## src/rtl/core/c2u_pkg.sv

```systemverilog
`default_nettype none
package c2u_pkg;

	localparam logic [11:0] EPOCH_YEAR = 12'd1970;
	// leap years in 1..1969
	localparam logic [10:0] LEAPS_BEFORE_EPOCH = 11'd477;
	localparam logic [8:0] DAYS_PER_YEAR = 9'd365;
	localparam logic [16:0] SECS_PER_DAY = 17'd86400;
	localparam logic [11:0] SECS_PER_HOUR = 12'd3600;
	localparam logic [5:0] SECS_PER_MINUTE = 6'd60;
	// 41/1024 approximates 1/25, exact for quotients of values below 1024
	localparam logic [5:0] RECIP_25 = 6'd41;
	localparam logic [4:0] CENT_QUADS = 5'd25;
	localparam logic [3:0] MONTH_JAN = 4'd1;
	localparam logic [3:0] MONTH_FEB = 4'd2;
	localparam logic [3:0] MONTH_DEC = 4'd12;
	localparam logic [4:0] LAST_HOUR = 5'd23;
	localparam logic [5:0] LAST_MINUTE = 6'd59;

	typedef struct packed {
		logic [11:0] year;
		logic [3:0]  month;
		logic [5:0]  day;
		logic [4:0]  hour;
		logic [5:0]  minute;
		logic [5:0]  second;
		logic [5:0]  cent_prev;
		logic [5:0]  cent_year;
		logic        range_ok;
	} s1_t;

	typedef struct packed {
		logic        ok;
		logic [19:0] year_days;
		logic [8:0]  day_of_year;
		logic [4:0]  hour;
		logic [5:0]  minute;
		logic [5:0]  second;
	} s2_t;

	typedef struct packed {
		logic        ok;
		logic [19:0] days;
		logic [16:0] tod;
	} s3_t;

	function automatic logic [4:0] month_len(input logic [3:0] m);
		logic [4:0] r;
		case (m)
			4'd1: r = 5'd31;
			4'd2: r = 5'd28;
			4'd3: r = 5'd31;
			4'd4: r = 5'd30;
			4'd5: r = 5'd31;
			4'd6: r = 5'd30;
			4'd7: r = 5'd31;
			4'd8: r = 5'd31;
			4'd9: r = 5'd30;
			4'd10: r = 5'd31;
			4'd11: r = 5'd30;
			4'd12: r = 5'd31;
			default: r = 5'd0;
		endcase
		return r;
	endfunction

	function automatic logic [8:0] days_ahead(input logic [3:0] m);
		logic [8:0] r;
		case (m)
			4'd1: r = 9'd0;
			4'd2: r = 9'd31;
			4'd3: r = 9'd59;
			4'd4: r = 9'd90;
			4'd5: r = 9'd120;
			4'd6: r = 9'd151;
			4'd7: r = 9'd181;
			4'd8: r = 9'd212;
			4'd9: r = 9'd243;
			4'd10: r = 9'd273;
			4'd11: r = 9'd304;
			4'd12: r = 9'd334;
			default: r = 9'd0;
		endcase
		return r;
	endfunction

endpackage
`default_nettype wire

```

## src/rtl/core/c2u_in_if.sv

```systemverilog
`default_nettype none
interface c2u_in_if;
	logic        valid;
	logic        ready;
	logic [11:0] calendar_year;
	logic [3:0]  month_number;
	logic [5:0]  day_of_month;
	logic [4:0]  hour_of_day;
	logic [5:0]  minute_value;
	logic [5:0]  second_value;

	modport source (
		output valid, calendar_year, month_number, day_of_month,
			hour_of_day, minute_value, second_value,
		input ready
	);
	modport sink (
		input valid, calendar_year, month_number, day_of_month,
			hour_of_day, minute_value, second_value,
		output ready
	);
endinterface
`default_nettype wire

```

## src/rtl/core/c2u_out_if.sv

```systemverilog
`default_nettype none
interface c2u_out_if;
	logic        valid;
	logic        ready;
	logic [31:0] unix_seconds;
	logic        date_valid;

	modport source (output valid, unix_seconds, date_valid, input ready);
	modport sink (input valid, unix_seconds, date_valid, output ready);
endinterface
`default_nettype wire

```

## src/rtl/core/c2u_front.sv

```systemverilog
`default_nettype none
module c2u_front (
	input  wire logic        clk,
	input  wire logic        arst_n,
	input  wire logic        en,
	input  wire logic        vld,
	input  wire logic [11:0] calendar_year,
	input  wire logic [3:0]  month_number,
	input  wire logic [5:0]  day_of_month,
	input  wire logic [4:0]  hour_of_day,
	input  wire logic [5:0]  minute_value,
	input  wire logic [5:0]  second_value,
	output logic             vld_s1,
	output c2u_pkg::s1_t     data_s1
);
	logic [11:0] yr_prev;
	logic [15:0] prod_prev;
	logic [15:0] prod_year;
	logic        range_ok;

	// floor(y/100) = floor(floor(y/4)/25)
	always_comb begin
		yr_prev = calendar_year - 12'd1;
		prod_prev = 16'(yr_prev[11:2]) * 16'(c2u_pkg::RECIP_25);
		prod_year = 16'(calendar_year[11:2]) * 16'(c2u_pkg::RECIP_25);
		range_ok = (calendar_year >= c2u_pkg::EPOCH_YEAR) &&
			(month_number >= c2u_pkg::MONTH_JAN) &&
			(month_number <= c2u_pkg::MONTH_DEC) &&
			(day_of_month != 6'd0) &&
			(hour_of_day <= c2u_pkg::LAST_HOUR) &&
			(minute_value <= c2u_pkg::LAST_MINUTE) &&
			(second_value <= c2u_pkg::LAST_MINUTE);
	end

	always_ff @(posedge clk or negedge arst_n) begin
		if (!arst_n) begin
			vld_s1 <= 1'b0;
		end else if (en) begin
			vld_s1 <= vld;
		end
	end

	always_ff @(posedge clk) begin
		if (en) begin
			data_s1.year <= calendar_year;
			data_s1.month <= month_number;
			data_s1.day <= day_of_month;
			data_s1.hour <= hour_of_day;
			data_s1.minute <= minute_value;
			data_s1.second <= second_value;
			data_s1.cent_prev <= prod_prev[15:10];
			data_s1.cent_year <= prod_year[15:10];
			data_s1.range_ok <= range_ok;
		end
	end
endmodule
`default_nettype wire

```

## src/rtl/core/c2u_days.sv

```systemverilog
`default_nettype none
module c2u_days (
	input  wire logic         clk,
	input  wire logic         arst_n,
	input  wire logic         en,
	input  wire logic         vld_s1,
	input  c2u_pkg::s1_t      data_s1,
	output logic              vld_s3,
	output c2u_pkg::s3_t      data_s3
);
	logic [11:0] yr_prev;
	logic [11:0] year_off;
	logic [10:0] leaps;
	logic [20:0] year_days;
	logic        div4;
	logic        div100;
	logic        leap;
	logic [5:0]  max_day;
	logic [8:0]  day_of_year;
	logic        vld_s2;
	c2u_pkg::s2_t data_s2;
	logic [16:0] tod;

	always_comb begin
		yr_prev = data_s1.year - 12'd1;
		year_off = data_s1.year - c2u_pkg::EPOCH_YEAR;
		leaps = 11'(yr_prev[11:2]) - 11'(data_s1.cent_prev) +
			11'(data_s1.cent_prev[5:2]) - c2u_pkg::LEAPS_BEFORE_EPOCH;
		year_days = 21'(year_off) * 21'(c2u_pkg::DAYS_PER_YEAR) + 21'(leaps[9:0]);
		div4 = (data_s1.year[1:0] == 2'd0);
		div100 = div4 && (11'(data_s1.year[11:2]) ==
			11'(data_s1.cent_year) * 11'(c2u_pkg::CENT_QUADS));
		leap = div4 && (!div100 || (data_s1.cent_year[1:0] == 2'd0));
		max_day = 6'(c2u_pkg::month_len(data_s1.month)) +
			6'((data_s1.month == c2u_pkg::MONTH_FEB) && leap);
		day_of_year = c2u_pkg::days_ahead(data_s1.month) +
			9'((data_s1.month > c2u_pkg::MONTH_FEB) && leap) +
			9'(data_s1.day) - 9'd1;
	end

	always_ff @(posedge clk or negedge arst_n) begin
		if (!arst_n) begin
			vld_s2 <= 1'b0;
			vld_s3 <= 1'b0;
		end else if (en) begin
			vld_s2 <= vld_s1;
			vld_s3 <= vld_s2;
		end
	end

	always_ff @(posedge clk) begin
		if (en) begin
			data_s2.ok <= data_s1.range_ok && (data_s1.day <= max_day);
			data_s2.year_days <= year_days[19:0];
			data_s2.day_of_year <= day_of_year;
			data_s2.hour <= data_s1.hour;
			data_s2.minute <= data_s1.minute;
			data_s2.second <= data_s1.second;
		end
	end

	always_comb begin
		tod = 17'(data_s2.hour) * 17'(c2u_pkg::SECS_PER_HOUR) +
			17'(data_s2.minute) * 17'(c2u_pkg::SECS_PER_MINUTE) +
			17'(data_s2.second);
	end

	always_ff @(posedge clk) begin
		if (en) begin
			data_s3.ok <= data_s2.ok;
			data_s3.days <= data_s2.year_days + 20'(data_s2.day_of_year);
			data_s3.tod <= tod;
		end
	end
endmodule
`default_nettype wire

```

## src/rtl/core/c2u_scale.sv

```systemverilog
`default_nettype none
module c2u_scale (
	input  wire logic     clk,
	input  wire logic     arst_n,
	input  wire logic     en,
	input  wire logic     vld_s3,
	input  c2u_pkg::s3_t  data_s3,
	output logic          vld_s4,
	output logic [31:0]   secs_s4,
	output logic          ok_s4
);
	logic [36:0] day_secs;
	logic [31:0] total;

	// wraps modulo 2^32 past early 2106
	always_comb begin
		day_secs = 37'(data_s3.days) * 37'(c2u_pkg::SECS_PER_DAY);
		total = day_secs[31:0] + 32'(data_s3.tod);
	end

	always_ff @(posedge clk or negedge arst_n) begin
		if (!arst_n) begin
			vld_s4 <= 1'b0;
		end else if (en) begin
			vld_s4 <= vld_s3;
		end
	end

	always_ff @(posedge clk) begin
		if (en) begin
			secs_s4 <= data_s3.ok ? total : 32'd0;
			ok_s4 <= data_s3.ok;
		end
	end
endmodule
`default_nettype wire

```

## src/rtl/core/calendar_to_unix_seconds.sv

```systemverilog
// Calendar date and time to 32-bit epoch seconds.
// An accepted request is registered through stages s1, s2, s3 and s4 before the result is valid.
// Throughput: one request per cycle; a stalled result freezes the whole pipe.
// The multiplies by 365 and 86400 and the leap count set the stage split.
// Reset (asynchronous, active low) clears all stage valid bits; no data reset.
`default_nettype none
module calendar_to_unix_seconds (
	input  wire logic  clk,
	input  wire logic  arst_n,
	c2u_in_if.sink     calendar,
	c2u_out_if.source  epoch
);
	logic         en;
	logic         vld_s1;
	logic         vld_s3;
	logic         vld_s4;
	c2u_pkg::s1_t data_s1;
	c2u_pkg::s3_t data_s3;

	assign en = !vld_s4 || epoch.ready;
	assign calendar.ready = en;
	assign epoch.valid = vld_s4;

	c2u_front u_front (
		.clk           (clk),
		.arst_n        (arst_n),
		.en            (en),
		.vld           (calendar.valid),
		.calendar_year (calendar.calendar_year),
		.month_number  (calendar.month_number),
		.day_of_month  (calendar.day_of_month),
		.hour_of_day   (calendar.hour_of_day),
		.minute_value  (calendar.minute_value),
		.second_value  (calendar.second_value),
		.vld_s1        (vld_s1),
		.data_s1       (data_s1)
	);

	c2u_days u_days (
		.clk     (clk),
		.arst_n  (arst_n),
		.en      (en),
		.vld_s1  (vld_s1),
		.data_s1 (data_s1),
		.vld_s3  (vld_s3),
		.data_s3 (data_s3)
	);

	c2u_scale u_scale (
		.clk     (clk),
		.arst_n  (arst_n),
		.en      (en),
		.vld_s3  (vld_s3),
		.data_s3 (data_s3),
		.vld_s4  (vld_s4),
		.secs_s4 (epoch.unix_seconds),
		.ok_s4   (epoch.date_valid)
	);
endmodule
`default_nettype wire

```

## src/flat_wrapper.sv

```systemverilog
// flat-port wrapper written by rule: the top's interface ports become plain ports
module calendar_to_unix_seconds_flat 
  (clk, arst_n, calendar_valid, calendar_calendar_year, calendar_month_number, calendar_day_of_month, calendar_hour_of_day, calendar_minute_value, calendar_second_value, calendar_ready, epoch_valid, epoch_unix_seconds, epoch_date_valid, epoch_ready);
  c2u_in_if calendar_i ();
  c2u_out_if epoch_i ();
  input  wire logic clk;
  input  wire logic arst_n;
  input wire logic [$bits(calendar_i.valid)-1:0] calendar_valid;
  input wire logic [$bits(calendar_i.calendar_year)-1:0] calendar_calendar_year;
  input wire logic [$bits(calendar_i.month_number)-1:0] calendar_month_number;
  input wire logic [$bits(calendar_i.day_of_month)-1:0] calendar_day_of_month;
  input wire logic [$bits(calendar_i.hour_of_day)-1:0] calendar_hour_of_day;
  input wire logic [$bits(calendar_i.minute_value)-1:0] calendar_minute_value;
  input wire logic [$bits(calendar_i.second_value)-1:0] calendar_second_value;
  output wire logic [$bits(calendar_i.ready)-1:0] calendar_ready;
  output wire logic [$bits(epoch_i.valid)-1:0] epoch_valid;
  output wire logic [$bits(epoch_i.unix_seconds)-1:0] epoch_unix_seconds;
  output wire logic [$bits(epoch_i.date_valid)-1:0] epoch_date_valid;
  input wire logic [$bits(epoch_i.ready)-1:0] epoch_ready;
  assign calendar_i.valid = calendar_valid;
  assign calendar_i.calendar_year = calendar_calendar_year;
  assign calendar_i.month_number = calendar_month_number;
  assign calendar_i.day_of_month = calendar_day_of_month;
  assign calendar_i.hour_of_day = calendar_hour_of_day;
  assign calendar_i.minute_value = calendar_minute_value;
  assign calendar_i.second_value = calendar_second_value;
  assign calendar_ready = calendar_i.ready;
  assign epoch_valid = epoch_i.valid;
  assign epoch_unix_seconds = epoch_i.unix_seconds;
  assign epoch_date_valid = epoch_i.date_valid;
  assign epoch_i.ready = epoch_ready;
  calendar_to_unix_seconds u_core (.clk(clk), .arst_n(arst_n), .calendar(calendar_i), .epoch(epoch_i));
endmodule
```

## config.mk

```make
export PLATFORM = sky130hd
export DESIGN_NAME = calendar_to_unix_seconds_flat
export DESIGN_NICKNAME = d
export VERILOG_FILES = /design/src/rtl/core/c2u_pkg.sv /design/src/rtl/core/c2u_in_if.sv /design/src/rtl/core/c2u_out_if.sv /design/src/rtl/core/c2u_front.sv /design/src/rtl/core/c2u_days.sv /design/src/rtl/core/c2u_scale.sv /design/src/rtl/core/calendar_to_unix_seconds.sv /design/src/flat_wrapper.sv
export SDC_FILE = /design/constraint.sdc
export NUM_CORES = 1
export LEC_CHECK = 0
export ABC_CLOCK_PERIOD_IN_PS = 8700
export BUFFER_PORTS_ARGS = -buffer_cell sky130_fd_sc_hd__buf_4
export CAP_MARGIN = 20
export CELL_PAD_IN_SITES_DETAIL_PLACEMENT = 1
export CELL_PAD_IN_SITES_GLOBAL_PLACEMENT = 1
export CORE_UTILIZATION = 40
export CTS_BUF_LIST = sky130_fd_sc_hd__clkbuf_8
export DETAILED_ROUTE_END_ITERATION = 8
export GPL_ROUTABILITY_DRIVEN = 0
export PLACE_DENSITY_LB_ADDON = 0.1
export SKIP_CTS_REPAIR_TIMING = 1
export SYNTH_ARGS = -nofsm -noshare
export SYNTH_HDL_FRONTEND = slang
export SYNTH_SLANG_ARGS = --single-unit
```

## constraint.sdc

```tcl
create_clock -name clk -period 8.7 [get_ports clk]
set_input_delay 0.87 -clock clk [delete_from_list [all_inputs] [get_ports clk]]
set_output_delay 0.87 -clock clk [all_outputs]
set_load 0.02 [all_outputs]
```

Word level (Yosys, flattened, before mapping)
Memories as Yosys holds them, arrays and structs flattened. A register that Yosys moved wholly into a read port is not among the register bits.
Index checks and enable logic that the tools add are counted.
{"block": "totals", "ramBits": 0, "regBits": 174, "mem_count": 2, "word_cells": 78, "rom_bits": 224, "latchBits": 0, "output_inout_bits": 35}
{"memory": "(name not given)", "depth": 16, "width": 9, "read_ports": 1, "rd_clocked_by_memory_dff": 1, "write_ports": 0, "line": "c2u_pkg.sv:69", "source": "case (m)"}
{"memory": "(name not given)", "depth": 16, "width": 5, "read_ports": 1, "rd_clocked_by_memory_dff": 1, "write_ports": 0, "line": "c2u_pkg.sv:49", "source": "case (m)"}
{"block": "op_classes", "magnitude_cmp": 8, "div_mod_pow": 0, "n_mul": 7, "shift": 0, "n_bitwise": 0, "n_reduce_logical": 18, "mux": 2, "n_addsub": 15, "n_eq_ne": 2}
{"op": "adder 32 x 17 -> 32 bit", "n": 1}
{"op": "multiplier 10 x 6 -> 16 bit, second input constant", "n": 2}
{"op": "multiplier 20 x 10 -> 25 bit, second input constant", "n": 1}
{"op": "subtractor 12 x 1 -> 12 bit, second input constant", "n": 2}
{"op": "adder 20 x 10 -> 20 bit", "n": 1}
{"op": "adder 20 x 9 -> 20 bit", "n": 1}
{"op": "multiplier 12 x 9 -> 20 bit, second input constant", "n": 1}
{"op": "adder 17 x 12 -> 17 bit", "n": 1}
{"op": "adder 17 x 6 -> 17 bit", "n": 1}
{"op": "multiplier 5 x 8 -> 13 bit, second input constant", "n": 1}
{"op": "greater-or-equal comparator 12 x 11 -> 1 bit, second input constant", "n": 1}
{"op": "less-or-equal comparator 6 bit, second input constant", "n": 2}
{"op": "subtractor 12 x 11 -> 12 bit, second input constant", "n": 1}
{"op": "== test 10 x 11 -> 1 bit", "n": 1}
{"op": "logical AND 1 bit", "n": 11}
{"op": "multiplier 6 x 5 -> 11 bit, second input constant", "n": 1}
{"op": "adder 10 x 4 -> 10 bit", "n": 1}
{"op": "multiplier 6 x 4 -> 10 bit, second input constant", "n": 1}
{"op": "subtractor 10 x 6 -> 10 bit", "n": 1}
{"op": "subtractor 10 x 9 -> 10 bit, second input constant", "n": 1}
{"op": "adder 9 x 1 -> 9 bit", "n": 1}
{"op": "adder 9 x 6 -> 9 bit", "n": 1}
{"op": "subtractor 9 x 1 -> 9 bit, second input constant", "n": 1}
{"op": "two-way mux 4 bit", "n": 2}
{"op": "11 further kinds", "n": 14}

Logic depth before layout (Yosys ltp)
Gate-level depths: netlist of run 1.
{"block": "logic_depth", "word_depth": 10, "ltp_mapped": 26}

Hierarchy
From an unflattened synthesis of run 1, not the netlist that was laid out.
{"block": "unflattened", "hier_cells": 1748, "hier_area_um2": 18238.7}
{"mod": "c2u_days", "seq_area_each_um2": 2602.5, "area_each_um2": 9689.3, "instances": 1, "cells_per_inst": 933}
{"mod": "c2u_scale", "seq_area_each_um2": 1016.0, "area_each_um2": 5119.9, "instances": 1, "cells_per_inst": 545}
{"mod": "c2u_front", "seq_area_each_um2": 1586.5, "area_each_um2": 3423.3, "instances": 1, "cells_per_inst": 269}
{"mod": "calendar_to_unix_seconds", "seq_area_each_um2": 0.0, "area_each_um2": 6.3, "instances": 1, "cells_per_inst": 1}

Worst setup path before layout of run 1
Ideal clock, no wire load.
{"block": "synth_path", "path_kind": "input-to-reg", "startpoint": "input epoch_ready", "endpoint": "register (tool-made name)", "required_ns": 8.545, "arrival_time_ns": 8.409, "cell_stages": 6, "slack_ns": 0.137, "setup_time_ns": 0.155, "cell_sequence": "nand2b_1 > clkbuf_1 > mux2i_1 > ha_1 > nor3_1 > a21oi_1"}
{"element": "start, declared", "line": "flat_wrapper.sv:19", "source": "input wire logic [$bits(epoch_i.ready)-1:0] epoch_ready;"}

Final worst setup path of run 1
{"block": "layout_path", "startpoint": "register u_core.u_front.data_s1[41] (netlist name)", "endpoint": "register u_core.u_days.data_s2[45] in the netlist's numbering (data pin)"}
{"block": "layout_via", "elab_chain_len": 5}
{"element": "subtractor 12 x 1 -> 12 bit", "line": "c2u_days.sv:25", "source": "yr_prev = data_s1.year - 12'd1;"}
{"element": "subtractor 10 x 6 -> 10 bit", "line": "c2u_days.sv:27", "source": "leaps = 11'(yr_prev[11:2]) - 11'(data_s1.cent_prev) +"}
{"element": "adder 10 x 4 -> 10 bit", "line": "c2u_days.sv:27"}
{"element": "subtractor 10 x 9 -> 10 bit", "line": "c2u_days.sv:28", "source": "11'(data_s1.cent_prev[5:2]) - c2u_pkg::LEAPS_BEFORE_EPOCH;"}
{"element": "adder 20 x 10 -> 20 bit *", "line": "c2u_days.sv:29", "source": "year_days = 21'(year_off) * 21'(c2u_pkg::DAYS_PER_YEAR) + 21'(leaps[9:0]);"}
{"element": "net u_core.u_days.year_days[19]", "line": "c2u_days.sv:14", "source": "logic [20:0] year_days;"}
{"element": "end, declared", "line": "c2u_days.sv:21", "source": "c2u_pkg::s2_t data_s2;"}
The timed path passes the listed nets; every way through them passes the cells marked *.
A chain may end at the register's enable or synchronous reset.

==> results of run 1 <==
-- layout make-up --
type / count / area [um^2] / area share
antenna: 1 / 2.502 / 0.0001256
clock buffer: 17 / 234.0 / 0.01174
clock inverter: 15 / 211.5 / 0.01061
inverter: 314 / 1179 / 0.05915
multi-input combinational: 1190 / 11510 / 0.5778
sequential: 186 / 5445 / 0.2733
tap: 592 / 740.7 / 0.03717
timing repair buffer: 80 / 600.6 / 0.03014
-- sequential cells by signal, indices dropped and copies added (netlist names), named ones only --
signal and flops:
u_core.u_front.data_s1 52, u_core.u_days.data_s2 47, u_core.u_days.data_s3 38, u_core.u_scale.secs_s4 32
u_core.u_days.vld_s2 1, u_core.u_days.vld_s3 1, u_core.u_front.vld_s1 1, u_core.u_scale.ok_s4 1
u_core.u_scale.vld_s4 1
-- placed cells by master (no fill, tap or decap), types with 44 or more instances in the layout --
| cell type | instances |
|---|---|
| a21oi_1 | 80 |
| inv_1 | 314 |
| edfxtp_1 | 170 |
| ha_1 | 341 |
| xnor2_1 | 112 |
| buf_4 | 80 |
| nor2_1 | 44 |
| o21ai_0 | 58 |
| fa_1 | 114 |
| nand2_1 | 56 |
-- stage by stage --
stage | util | instances | worst slack, ns | hold slack, ns
global placement | 0.4367 | 2362 | 2.712 | 0.4027
finish | 0.4467 | 2395 | 2.541 | 0.1237
detailed placement | 0.4367 | 2362 | 2.531 | 0.4057
global route | 0.4467 | 2395 | 2.044 | 0.07775
floorplan | - | 1711 | 0.1366 | 0.4003
CTS | 0.4467 | 2394 | 2.474 | 0.06764
-- logic make-up (layout without fill, tap and decap cells) --
kind of cell	after synthesis	count (layout)	share of synthesized area
adders and majority gates	455	455	0.3596
buffers and inverters	335	426	0.06925
AOI/OAI and AO/OA	294	294	0.1087
and+or+nand+nor	277	277	0.08278
DFF	186	186	0.2990
xor gates and xnor gates	152	152	0.07351
muxes	12	12	0.007213
other	0	1	0
-- worst max-delay path, stage by stage, from the launching register on --
cell	delay, ns
edfxtp_1	0.47
inv_1	0.21
ha_1	0.27
nand2b_1	0.10
a31oi_1	0.32
nor2_1	0.11
xnor2_1	0.37
ha_1	0.36
fa_1	0.54
inv_1	0.05
fa_1	0.48
inv_1	0.05
fa_1	0.42
ha_1	0.30
ha_1	0.37
a21oi_1	0.19
inv_1	0.06
a21oi_1	0.14
o21ai_0	0.11
a221oi_1	0.57
o21a_1	0.20
nor3_1	0.05
nand3b_1	0.16
-- worst min path at each step --
stage | startpoint | to | slack [ns] | depth (start not counted)
global route | arst_n | u_core.u_days.vld_s2 | 0.08 | 1
detailed placement | u_core.u_front.data_s1[24] | u_core.u_days.data_s2[11] | 0.41 | 0
floorplan | u_core.u_front.data_s1[13] | u_core.u_days.data_s2[0] | 0.40 | 0
global placement | u_core.u_front.data_s1[24] | u_core.u_days.data_s2[11] | 0.40 | 0
CTS | arst_n | u_core.u_front.vld_s1 | 0.07 | 1
finish | arst_n | u_core.u_scale.vld_s4 | 0.12 | 1
-- metal layers --
layer,global-route usage,wire length (um),vias up,share of wire
met1,0.1899,16050,5851,0.44
met4,0.05225,737,0,0.020
met2,0.3155,19060,92,0.52
met5,0,0,-,0
met3,0.02452,583,39,0.016
li1,-,-,6057,-
==> out/results.ini, run 1 <==
[synthesis]
async_flop_share=0.02151
synth_edf_count=170
synth_seq_cells=186
syn_area_per_cell_um2=10.64
synth.most_common_cell=ha_1
synthDominantCellAreaShare=0.2803
synth_top_area_cell=edfxtp_1
syn_area_mm2=0.01821
yosys_warnings=0
ys_top_cells_by_count=341 x ha_1, 314 x inv_1, 170 x edfxtp_1
yosys-top-cells-area=edfxtp_1 28%, ha_1 23%, fa_1 13%, inv_1 6.5%, xnor2_1 5.4%
synth_cell_types=77
seq_area_frac_synth=0.2990
syn_nets=2209
synth_cells=1711
synth_top_flop_cell=edfxtp_1

[global_route]
gr-usage-all-layers=0.1663
grt_pass1_wl_um=62710
overflow=0
grt_antenna_before_repair=1
grt_pass1_vias=13140
grt_max_degree=82

[job]
drv_cap=0

[layout]
area_growth_pct=9.412
fillerInstances=4904
drive_gt1_frac=0.07603
design_area_mm2=0.01993
final_nets=2287

[floorplanning]
die_w_um=215.4
die_y_um=215.4
ios=78
core-area_mm2=0.04461
rows=77
dieArea_mm2=0.04639
start_util=0.4083

[setup_path]
r2r_slack_ns=2.54
r2r-start=u_core.u_front.data_s1[41]
cp-start-kind=register
reg2reg_depth=22
cp-startpoint=u_core.u_front.data_s1[41]
arrival_ns=6.41
crit_type=register to register
end_kind=register
critPathRequiredTime_ns=8.95
crit_path_end=u_core.u_days.data_s2[45]
path_max_fanout=6
r2r-end=u_core.u_days.data_s2[45]

[route]
antenna_left=0
vias=12040
drt-vias-per-instance=5.027
wirelength_um=36430
first_iter_violations=311
dr.pass1.iters=6
drc=0
drt-wirelength-per-cell_um=15.21

[clocking]
cts_buffer_depth=2
cts_tree=built
h-tree-depth=4
clk_latency_ns=0.52
cts_root_buf=clkbuf_8
clk_pin_slew_worst_paths_ns=0.10
clock_sinks=186
numCtsBuffers=17

[sta]
worst_pin_slew_ns=1.027
layout_min_cycle_time_ns=6.159
fin_worst_skew_ns=0.02510
rsz0062_at_grt=no
fin_tns_setup_ns=0
drv_slew=0
finalHoldViolCount=0
relSlewSlack=0.2955
fmax_mhz=162.4
finalCritPeriodShare=0.7079
setup_viol=0

[placed_design]
dpl_cell_area_mm2=0.01948
hpwl_um=30790
portBuffers=77

[status]
status=finished clean

[min_path]
hp-class=input pin to async pin

Power of run 1 is not shown: default switching activity piles up to over one toggle a cycle in this logic, so the estimate is an artifact.
==> run 2, diff against run 1 <==
--- a/config.mk
+++ b/config.mk
@@ -5,7 +5,7 @@
 export SDC_FILE = /design/constraint.sdc
 export NUM_CORES = 1
 export LEC_CHECK = 0
-export ABC_CLOCK_PERIOD_IN_PS = 8700
+export ABC_CLOCK_PERIOD_IN_PS = 5800
 export BUFFER_PORTS_ARGS = -buffer_cell sky130_fd_sc_hd__buf_4
 export CAP_MARGIN = 20
 export CELL_PAD_IN_SITES_DETAIL_PLACEMENT = 1
==> constraint.sdc (replaced) <==
create_clock -name clk -period 5.8 [get_ports clk]
set_input_delay 0.58 -clock clk [delete_from_list [all_inputs] [get_ports clk]]
set_output_delay 0.58 -clock clk [all_outputs]
set_load 0.02 [all_outputs]
==> run 2 against run 1 <==
  * Critical path depth increased by 1
  * Utilization increased by 0.76 points
  * Final cell count increased by 1.5%
  * Sequential cell count unchanged
  * Non-clock buffer count increased by 38
  * Sequential share of layout area decreased by 0.46 points
  * Count of clock-buffer cells in the layout unchanged
  * Via count increased by 0.82%
  * Clock skew decreased by 0.0048 ns
  * First-iteration DRC count decreased by 3.2%
  * Critical path type unchanged
  * Largest cell class unchanged
==> out/results.ini, run 2 (synthesis gave the netlist of run 1 again) <==
[setup_path]
arrival_ns=5.95  ; was 6.41 ns
r2r_slack_ns=0.17  ; was 2.54 ns
cp-startpoint=u_core.u_front.data_s1[42]  ; was u_core.u_front.data_s1[41]
path_max_fanout=5  ; was 6
critPathRequiredTime_ns=6.12  ; was 8.95 ns
r2r-start=u_core.u_front.data_s1[42]  ; was u_core.u_front.data_s1[41]
cp-start-kind=register  ; unchanged
end_kind=register  ; unchanged
crit_type=register to register  ; unchanged

[floorplanning]
die_y_um=215.4  ; unchanged
rows=77  ; unchanged
core-area_mm2=0.04461  ; unchanged
ios=78  ; unchanged
dieArea_mm2=0.04639  ; unchanged
start_util=0.4083  ; unchanged
die_w_um=215.4  ; unchanged

[placed_design]
post-place-ws_ns=0.007228  ; was 2.531 ns
portBuffers=77  ; unchanged
hpwl_um=30960  ; was 30790 um

[clocking]
clk_latency_ns=0.56  ; was 0.52 ns
cts_buffer_depth=2  ; unchanged
cts_tree=built  ; unchanged
numCtsBuffers=17  ; unchanged
h-tree-depth=4  ; unchanged
clk_pin_slew_worst_paths_ns=0.11  ; was 0.10 ns
cts_root_buf=clkbuf_8  ; unchanged
clock_sinks=186  ; unchanged

[layout]
drive_gt1_frac=0.1038  ; was 0.07603
fillerInstances=4934  ; was 4904
area_growth_pct=11.27  ; was 9.412%
reg_top3=u_core.u_front.data_s1 x52, u_core.u_days.data_s2 x47, u_core.u_days.data_s3 x38  ; unchanged
layout_commonest_cell=ha_1  ; unchanged
n_antenna_cell=0  ; was 1
final_nets=2325  ; was 2287
largest_register=u_core.u_front.data_s1  ; unchanged
final_cell_mix=339 x ha_1, 311 x inv_1, 170 x edfxtp_1  ; was 341 x ha_1, 314 x inv_1, 170 x edfxtp_1
largest_reg_flops=52  ; unchanged

[route]
antenna_left=0  ; unchanged
wirelength_um=37200  ; was 36430 um
drt-wirelength-per-cell_um=15.30  ; was 15.21 um
drc=0  ; unchanged
drt-vias-per-instance=4.991  ; was 5.027
vias=12140  ; was 12040
dr.pass1.iters=4  ; was 6
first_iter_violations=301  ; was 311

[status]
status=finished clean  ; unchanged

[sta]
relSlewSlack=0.2930  ; was 0.2955
setup_viol=0  ; unchanged
layout_min_cycle_time_ns=5.633  ; was 6.159 ns
fin_worst_skew_ns=0.02033  ; was 0.02510 ns
fmax_mhz=177.5  ; was 162.4 MHz
rsz0062_at_grt=yes  ; was no
drv_slew=0  ; unchanged
finalCritPeriodShare=0.9712  ; was 0.7079
worst_pin_slew_ns=1.034  ; was 1.027 ns
finalWorstSetupSlack_ns=0.1673  ; was 2.541 ns
finalHoldViolCount=0  ; unchanged

[global_route]
overflow=0  ; unchanged
gr-usage-all-layers=0.1715  ; was 0.1663
grt_max_degree=177  ; was 82
grt_antenna_before_repair=0  ; was 1
grt_pass1_wl_um=64010  ; was 62710 um
grt_pass1_vias=13240  ; was 13140

[min_path]
min_from=calendar_minute_value[0]
hp-class=input pin to register  ; was input pin to async pin

[job]
drv_cap=0  ; unchanged

## run 2: per-stage QoR
stage            util  instances  hold WS [ns]  cell area [um^2]   TNS (ns)
4_1_cts        0.4484       2409       -0.2884             20000  -0.007542
3_3_place_gp   0.4395       2377        0.3770             19600          0
6_report       0.4543       2432        0.1944             20260          0
2_1_floorplan       -       1711        0.2844             18210          0
5_1_grt        0.4543       2432        0.1343             20260    -0.1315
3_5_place_dp   0.4395       2377        0.3796             19600          0
## run 2: worst max-delay path, stage by stage (launching register included)
cell      delay, ns
edfxtp_1       0.49
buf_4          0.19
nor4_2         0.36
xnor2_1        0.18
ha_1           0.27
fa_1           0.50
inv_1          0.05
ha_1           0.21
fa_1           0.41
a21oi_1        0.16
nor2_1         0.05
nor2_1         0.15
o21bai_1       0.09
a21oi_1        0.19
xnor2_1        0.18
fa_1           0.46
ha_1           0.34
a21oi_1        0.17
o21ai_1        0.14
a221oi_2       0.29
buf_4          0.17
o21a_1         0.12
nor3_1         0.05
nand3b_1       0.15
## run 2: metal layers
| layer | share of wire | up-vias | GRT usage | routed length (um) |
|---|---|---|---|---|
| met3 | 0.020 | 45 | 0.03073 | 740 |
| met2 | 0.53 | 100 | 0.3281 | 19750 |
| met5 | 0 | - | 0 | 0 |
| met4 | 0.018 | 0 | 0.04823 | 684 |
| li1 | - | 6135 | - | - |
| met1 | 0.43 | 5858 | 0.1921 | 16030 |
## run 2: cell type report
type,instances,area [um^2],area share
clock inverters,15,163.9,0.008088
multi-input cells,1190,11600,0.5725
flip-flops and latches,186,5445,0.2687
well taps,592,740.7,0.03655
clock buffers,17,234.0,0.01155
repair buffers,118,900.9,0.04446
inverters,314,1179,0.05816
## run 2: path summary, 6_finish.rpt
kind,endpoint,cells after the start
setup / recovery,u_core.u_days.data_s2[45],23
hold / removal,u_core.u_front.data_s1[19],1
setup reg to reg,u_core.u_days.data_s2[45],23
hold reg to reg,u_core.u_days.data_s2[14],0
max in group asynchronous,u_core.u_scale.vld_s4,2
min in group asynchronous,u_core.u_days.vld_s2,2
Power of run 2 is left out for the same reason.
